--- src/rtl/core/w2s_fifo.sv ---
// w2s_fifo: short register queue between the front and the back part
// depends on nothing but its parameters

module w2s_fifo #(
  parameter int WIDTH = 152,
  parameter int DEPTH = 4
) (
  input  logic             clk_i,
  input  logic             rst_ni,
  input  logic             push_i,
  input  logic [WIDTH-1:0] data_i,
  input  logic             pop_i,
  output logic [WIDTH-1:0] data_o,
  output logic             full_o,
  output logic             empty_o
);

  localparam int PTR_W = $clog2(DEPTH);
  localparam int CNT_W = $clog2(DEPTH + 1);

  logic [WIDTH-1:0] mem_q [DEPTH];
  logic [PTR_W-1:0] wr_q, rd_q;
  logic [CNT_W-1:0] cnt_q;

  assign full_o  = cnt_q == CNT_W'(DEPTH);
  assign empty_o = cnt_q == '0;
  assign data_o  = mem_q[rd_q];

  always_ff @(posedge clk_i or negedge rst_ni) begin
    if (!rst_ni) begin
      wr_q  <= '0;
      rd_q  <= '0;
      cnt_q <= '0;
    end else begin
      if (push_i) wr_q <= (wr_q == PTR_W'(DEPTH - 1)) ? '0 : wr_q + 1'b1;
      if (pop_i)  rd_q <= (rd_q == PTR_W'(DEPTH - 1)) ? '0 : rd_q + 1'b1;
      if (push_i && !pop_i)      cnt_q <= cnt_q + 1'b1;
      else if (pop_i && !push_i) cnt_q <= cnt_q - 1'b1;
    end
  end

  always_ff @(posedge clk_i) begin
    if (push_i) mem_q[wr_q] <= data_i;
  end

endmodule

--- config.mk ---
export PLATFORM = sky130hd
export DESIGN_NAME = w2s_fifo
export DESIGN_NICKNAME = d
export VERILOG_FILES = /design/src/rtl/core/w2s_fifo.sv
export SDC_FILE = /design/constraint.sdc
export NUM_CORES = 1
export LEC_CHECK = 0
export BUFFER_PORTS_ARGS = -buffer_cell sky130_fd_sc_hd__buf_2
export CAP_MARGIN = 20
export CORE_MARGIN = 2
export CORE_UTILIZATION = 55
export CTS_CLUSTER_DIAMETER = 30
export DETAILED_ROUTE_END_ITERATION = 12
export GPL_TIMING_DRIVEN = 0
export PLACE_DENSITY = 0.87
export SYNTH_ARGS = -nofsm -noshare
export SYNTH_HDL_FRONTEND = slang
export SYNTH_SLANG_ARGS = --single-unit
--- constraint.sdc ---
create_clock -name clk_i -period 11.17 [get_ports clk_i]
set_input_delay 1.117 -clock clk_i [delete_from_list [all_inputs] [get_ports clk_i]]
set_output_delay 1.117 -clock clk_i [all_outputs]
set_load 0.02 [all_outputs]
# Yosys cells after proc, flatten, opt, wreduce, memory -nomap -nowiden
# Memory sizes are Yosys's and may differ from the RTL's.
# Index checks and enable logic that the tools add are counted.
# W data, S select, Z words.
# word_totals
word_cells	23
ram_bits	608
ff_bits	7
inputBits	156
memories	1
output_inout_bits	154
# memory_table
name	words	width	read_ports	rd_clocked_by_memory_dff	wr	line_no	text
mem_q	4	152	1	0	1	21	logic [WIDTH-1:0] mem_q [DEPTH];
# op_classes
addsub	4
eq_ne	3
mux	6
n_reduce_logical	6
# op_table
operator	n
$mux W3	2
$add A2 B1 Y2 const B	2
$eq A2 B2 Y1 const B	2
$mux W2	2
$add A3 B1 Y3 const B	1
$eq A3 B3 Y1 const B	1
$logic_not A3 Y1	1
$sub A3 B1 Y3 const B	1
$logic_and A1 B1 Y1	2
$logic_not A1 Y1	2
$mux W1	2
$reduce_bool A2 Y1	1

# Depth between registers and ports, before layout
# Gate-level depths: netlist of the first run.
# depth
word_depth	4
ltp_mapped	7
depth_no_buf	7

# Worst setup path before layout of the first run
# OpenSTA, ideal clock, no wires.
# synth_path
kind	input port to flip-flop
startpoint	input port push_i
endpoint	memory mem_q[0][0] (enable)
slack_ns	6.056
path_buffers	0
t_arrival_ns	4.585
path_stages	1
t_required_ns	10.641
setup_ns	0.529
cell_sequence	and2_1
# synth_between
elab_chain_cells	2
# synth_lines
item	line_no	text
start, declared	10	input logic push_i,
$mux W1	43	if (push_i) mem_q[wr_q] <= data_i;
$mux W1 (implied by the code)	43	
end, declared	21	
# Every way passes these cells.

# Worst setup path after layout of the first run
# layout_path
startpoint	register rd_q[1]
endpoint	output port data_o[120]
# layout_between
elab_chain_cells	1
# layout_lines
item	line_no	text
start, declared	22	logic [PTR_W-1:0] wr_q, rd_q;
start signal, assigned	36	if (pop_i) rd_q <= (rd_q == PTR_W'(DEPTH - 1)) ? '0 : rd_q + 1'b1;
$mem_v2 Z4 W152	-	
end, declared	13	output logic [WIDTH-1:0] data_o,
# Every way passes these cells.

==> flow_summary.ini, run 1 <==
[worst_setup_path]
crit_path_end_kind = output pin
crit_arrival_ns = 2.59
path_common_cell = buf_2
path_class = flop to output pin
cp_slowest_cell = buf_2
path_cells = buf_2 > buf_2 > buf_2 > mux4_2 > buf_2
cp_data_required_time_ns = 10.05
max_stage_delay_ns = 0.41
crit_fanout = 10
cp-start-kind = flop

[sta]
hold_slack_ns = 0.345
fmax_ghz = 0.270
tightest_slew_ns = 0.873
finalSetupViolCount = 0
slew-limit-headroom_pct = 41.8
hold_viol_final = 0
drv_slew = 0
rsz0062_at_grt = false
setup-tns-final_ns = 0
post-route-period-util_pct = 33.2
fin_crit_ns = 3.71
fin_skew_ns = 0.0243

[detailed_routing]
wirelength_um = 50800
drtIter0Drc = 985
ant_nets = 0
via_per_inst = 5.78
vias = 10752
drc_errors = 0
post_drt_wl_per_cell_um = 27.3
dr.pass1.iters = 7

[clocking]
cts_tree = built
ctsResizeCount = 0
clock_latency_ns = 0.62
path_clk_slew_ns = 0.05
post_cts_buffers = 0
clock_tree.root_cell = clkbuf_16
clk_path_buf_depth = 3
cts_buffers = 102
ctsHoldBuffers = 0
htreeDepth = 3
cts.sinks = 615

[floorplanning]
core_sq_um = 39900
die_height_um = 205
ioPinCount = 310
initial_core_util_pct = 55.9
dieWidth_um = 205
rows = 73
die_area_sq_um = 42200

[cells_and_area]
n_fill_cell = 2191
mostFrequentLayoutCells = 608 x edfxtp_1, 327 x buf_2, 152 x mux4_2
layout_commonest_cell = edfxtp_1
drive_above_1_share_pct = 50.2
area_growth_pct = 26.4
nNetsFinal = 1415

[pwr]
peakVddDrop_mv = 0.230
cellLeakagePower_nw = 9.87
power_density_nw_per_um2 = 303

[status]
status = complete, no violations

[place]
hpwl_um = 28100
gp_congestion = 0.726
portBuffers = 309

[synthesis]
synth_nets = 994
yosysSeqAreaShare_pct = 82.6
synth_top_area_share_pct = 81.8
yosysTopAreaCell = edfxtp_1
synth.distinct_cells = 20
ys_seq_elements = 615
ys_top_cells_by_area = edfxtp_1 82%, mux4_2 15%, dfrtp_1 0.79%
yosys_warnings = 0
netlist_instances = 831
syn_area_per_cell_sq_um = 26.8
syn_area_sq_um = 22300

[worst_hold_path]
hold_class = input port to async pin

[grt]
grt_pass1_vias = 11761
grt_overflow = 0
antenna_found_initial = 10
grtUsageTotal_pct = 24.7
grt_max_degree = 61
grt_first_pass_wirelength_um = 75100

[flow_run]
drv_cap = 0
## layer usage
layer,global-route usage [%],share of wire [%],vias up
met2,41.8,52,571
met3,8.19,9.4,103
li1,-,-,4489
met5,0,0.21,-
met1,29.8,36,5575
met4,9.15,2.9,14
## worst max-delay path: cells and delay by family, from the launching register on
| family | cells | cell delay (ns) |
|---|---|---|
| flip-flops | 1 | 0.35 |
| buffers and inverters | 4 | 1.25 |
| multiplexers | 1 | 0.38 |
## cells in the mapped netlist, drive strengths merged
master	count
nand2	2
and2	4
xnor2	1
buf	28
nor3	1
clkbuf	6
mux2	3
nor3b	1
dfrtp	7
mux4	152
xor2	2
nor2	3
o21ai	2
fa	1
edfxtp	608
ha	6
inv	4
## through the flow
step | util, % | power (W) | instance area (sq um) | cells | setup WS, ns
after floorplan | - | 0.00466 | 22300 | 831 | 6.06
after global placement | 61.4 | 0.00541 | 24500 | 1665 | 3.31
after detailed placement | 62.0 | 0.00541 | 24700 | 1673 | 8.05
after CTS | 70.6 | 0.00861 | 28200 | 1857 | 7.37
after global routing | 70.6 | 0.00882 | 28200 | 1858 | 7.32
final | 70.6 | 0.00853 | 28200 | 1860 | 7.46
## cell type report
type / count / area [sq um] / share of cell area, %
multi-input cells: 178 / 3650 / 13.0
clock buffers: 110 / 2600 / 9.24
diodes: 3 / 7.51 / 0.0266
clock inverters: 74 / 842 / 2.99
flip-flops and latches: 615 / 18400 / 65.4
inverters: 4 / 15.0 / 0.0533
repair buffers: 317 / 1770 / 6.27
plain buffers: 34 / 214 / 0.759
well taps: 525 / 657 / 2.33
## sequential cells by signal, indices dropped and copies added, names as in the netlist
signal / cells
rd_q: 2
cnt_q: 3
wr_q: 2
mem_q: 608
## cells by family after synthesis
family	count (synthesis)	share of synthesized area [%]
mux	155	15.5
flops	615	82.6
fa+ha+maj	7	0.426
compound gates	2	0.0449
xor+xnor	3	0.118
buf+inv	38	1.03
simple gates	11	0.252
## path summary, 6_finish.rpt
| kind | endpoint | slack [ns] | from | cells past startpoint |
|---|---|---|---|---|
| min | rd_q[0] | 0.35 | rst_ni | 1 |
| min reg2reg | cnt_q[2] | 0.49 | cnt_q[2] | 1 |
| min in group clk_i | cnt_q[2] | 0.49 | cnt_q[2] | 1 |
| max in group asynchronous | cnt_q[0] | 10.65 | rst_ni | 1 |
| max reg2reg | mem_q[2][48] | 8.98 | wr_q[0] | 4 |
| max | data_o[120] | 7.46 | rd_q[1] | 5 |
## where the power goes
| group | internal, W | total (W) | switching [W] |
|---|---|---|---|
| Combinational | 0.000916 | 0.00233 | 0.00141 |
| Sequential | 0.00296 | 0.00307 | 0.000105 |
| Clock | 0.00203 | 0.00314 | 0.00111 |
Power figures use the tool's default switching activity.
==> run 2: changes to the inputs <==
==> constraint.sdc (replaced) <==
create_clock -name clk_i -period 3.8 [get_ports clk_i]
set_input_delay 0.38 -clock clk_i [delete_from_list [all_inputs] [get_ports clk_i]]
set_output_delay 0.38 -clock clk_i [all_outputs]
set_load 0.02 [all_outputs]
==> flow_summary.ini, run 2 (synthesized netlist as in run 1, its figures left out) <==
[status]
status = complete, no violations

[worst_setup_path]
crit_path_end_kind = output pin
max_stage_delay_ns = 0.41
cp_slowest_cell = mux4_2
timing.rr.start = wr_q[0]
cp-start-kind = flop
path_class = flop to output pin
cp_data_required_time_ns = 3.42
crit_arrival_ns = 2.68
path_delay_family = buffers and inverters
path_cells = buf_2 > buf_2 > buf_2 > mux4_2 > buf_2
rr_worst_depth = 4
crit_fanout = 10
path_common_cell = buf_2
rrSetupSlack_ns = 1.57
worst-path-buf-inv = 4
reg2reg_to = mem_q[2][54]

[detailed_routing]
wirelength_um = 54400
dr.pass1.iters = 6
vias = 11533
via_per_inst = 5.72
drtIter0Drc = 1038
ant_nets = 0
post_drt_wl_per_cell_um = 27.0
drc_errors = 0

[cells_and_area]
top_register = mem_q
mostFrequentLayoutCells = 608 x edfxtp_1, 327 x buf_2, 153 x dlygate4sd3_1
nNetsFinal = 1567
area_growth_pct = 33.0
final_area_sq_um = 29700
drive_above_1_share_pct = 45.3
final-seq-area_sq_um = 18400
final_cells = 2015
utilization_pct = 74.3
layout_commonest_cell = edfxtp_1
reg.largest.list = mem_q (608), cnt_q (3)
multiInputGateArea_sq_um = 3650
largest_reg_flops = 608
n_fill_cell = 2009

[clocking]
post_cts_buffers = 0
ctsHoldBuffers = 153
cts.sinks = 615
clock_tree.root_cell = clkbuf_16
ctsResizeCount = 0
htreeDepth = 3
clock_latency_ns = 0.62
path_clk_slew_ns = 0.06
cts_tree = built
clk_path_buf_depth = 3
cts_buffers = 101

[grt]
grt_overflow = 0
grt_first_pass_wirelength_um = 79400
grt_max_degree = 59
grt_pass1_vias = 12496
antenna_found_initial = 5
grtUsageTotal_pct = 26.3

[pwr]
cellLeakagePower_nw = 10.4
peakVddDrop_mv = 0.627
power_density_nw_per_um2 = 846

[worst_hold_path]
hp-start = pop_i
hold_class = input port to flop
holdPathEnd = rd_q[1]
hold_path_depth = 2

[sta]
tightest_slew_ns = 0.883
rsz0062_at_grt = false
fmax_ghz = 0.327
setup_ws_ns = 0.742
slew-limit-headroom_pct = 41.2
drv_slew = 0
finalSetupViolCount = 0
fin_crit_ns = 3.06
setup-tns-final_ns = 0
post-route-period-util_pct = 80.5
hold_viol_final = 0
fin_skew_ns = 0.0343

[floorplanning]
rows = 73
dieWidth_um = 205
ioPinCount = 310
core_sq_um = 39900
die_area_sq_um = 42200
die_height_um = 205
initial_core_util_pct = 55.9

[place]
gp_congestion = 0.722
dp_worst_setup_slack_ns = 1.45
place_inst = 1673
hpwl_um = 28600
placed_area_sq_um = 24700
portBuffers = 309

[flow_run]
drv_cap = 0
-- run 2: cell count changes in the layout (fill, tap and decap cells not counted) --
cell / before / now
bufinv_16: 14 / 11
clkbuf_1: 13 / 12
clkbuf_16: 103 / 101
clkinv_1: 11 / 9
clkinv_2: 13 / 14
clkinv_4: 5 / 8
clkinv_8: 0 / 3
clkinvlp_4: 8 / 15
diode_2: 3 / 4
dlygate4sd3_1: 0 / 153
inv_6: 19 / 16
inv_8: 4 / 2
-- run 2: per-layer routing --
metal / vias to the layer above / share of wire, % / GRT usage [%]
met2: 642 / 53 / 45.3
met5: - / 0.026 / 0
met3: 98 / 8.9 / 7.65
li1: 4815 / - / -
met4: 2 / 3.2 / 10.6
met1: 5976 / 35 / 31.4
-- run 2: layout make-up --
cell class / instances / area share (%)
tap: 525 / 2.21
antenna: 4 / 0.0337
multi-input combinational: 178 / 12.3
inverter: 4 / 0.0506
timing repair buffer: 470 / 11.1
sequential: 615 / 62.1
clock inverter: 78 / 2.79
clock buffer: 107 / 8.60
buffer: 34 / 0.721
-- run 2: worst max path at each step --
stage                  from  slack, ns           end  cells past startpoint
global placement    wr_q[0]      -0.47  mem_q[2][92]                      3
finish              rd_q[1]       0.74    data_o[77]                      5
floorplan           wr_q[0]       0.87   mem_q[2][0]                      3
CTS                 rd_q[1]       0.75   data_o[107]                      5
detailed placement  rd_q[1]       1.45   data_o[107]                      5
global route        rd_q[1]       0.69   data_o[107]                      5
-- run 2: stage by stage --
| stage | total power (W) | hold WS (ns) |
|---|---|---|
| after floorplan | 0.0136 | 0.0844 |
| after global placement | 0.0157 | 0.221 |
| after detailed placement | 0.0159 | 0.226 |
| after CTS | 0.0251 | 0.0443 |
| after global routing | 0.0259 | 0.0546 |
| final | 0.0251 | 0.0706 |
-- run 2: worst register-to-register path: stages, from the launching register on --
cell,delay (ns)
dfrtp_1,0.42
inv_1,0.12
ha_1,0.15
and2_4,0.72
buf_16,0.38
-- run 2: where the power goes --
| group | switching (W) | internal (W) |
|---|---|---|
| logic | 0.00423 | 0.00280 |
| clock network | 0.00333 | 0.00568 |
| registers | 0.000332 | 0.00871 |
| total | 0.00789 | 0.0172 |
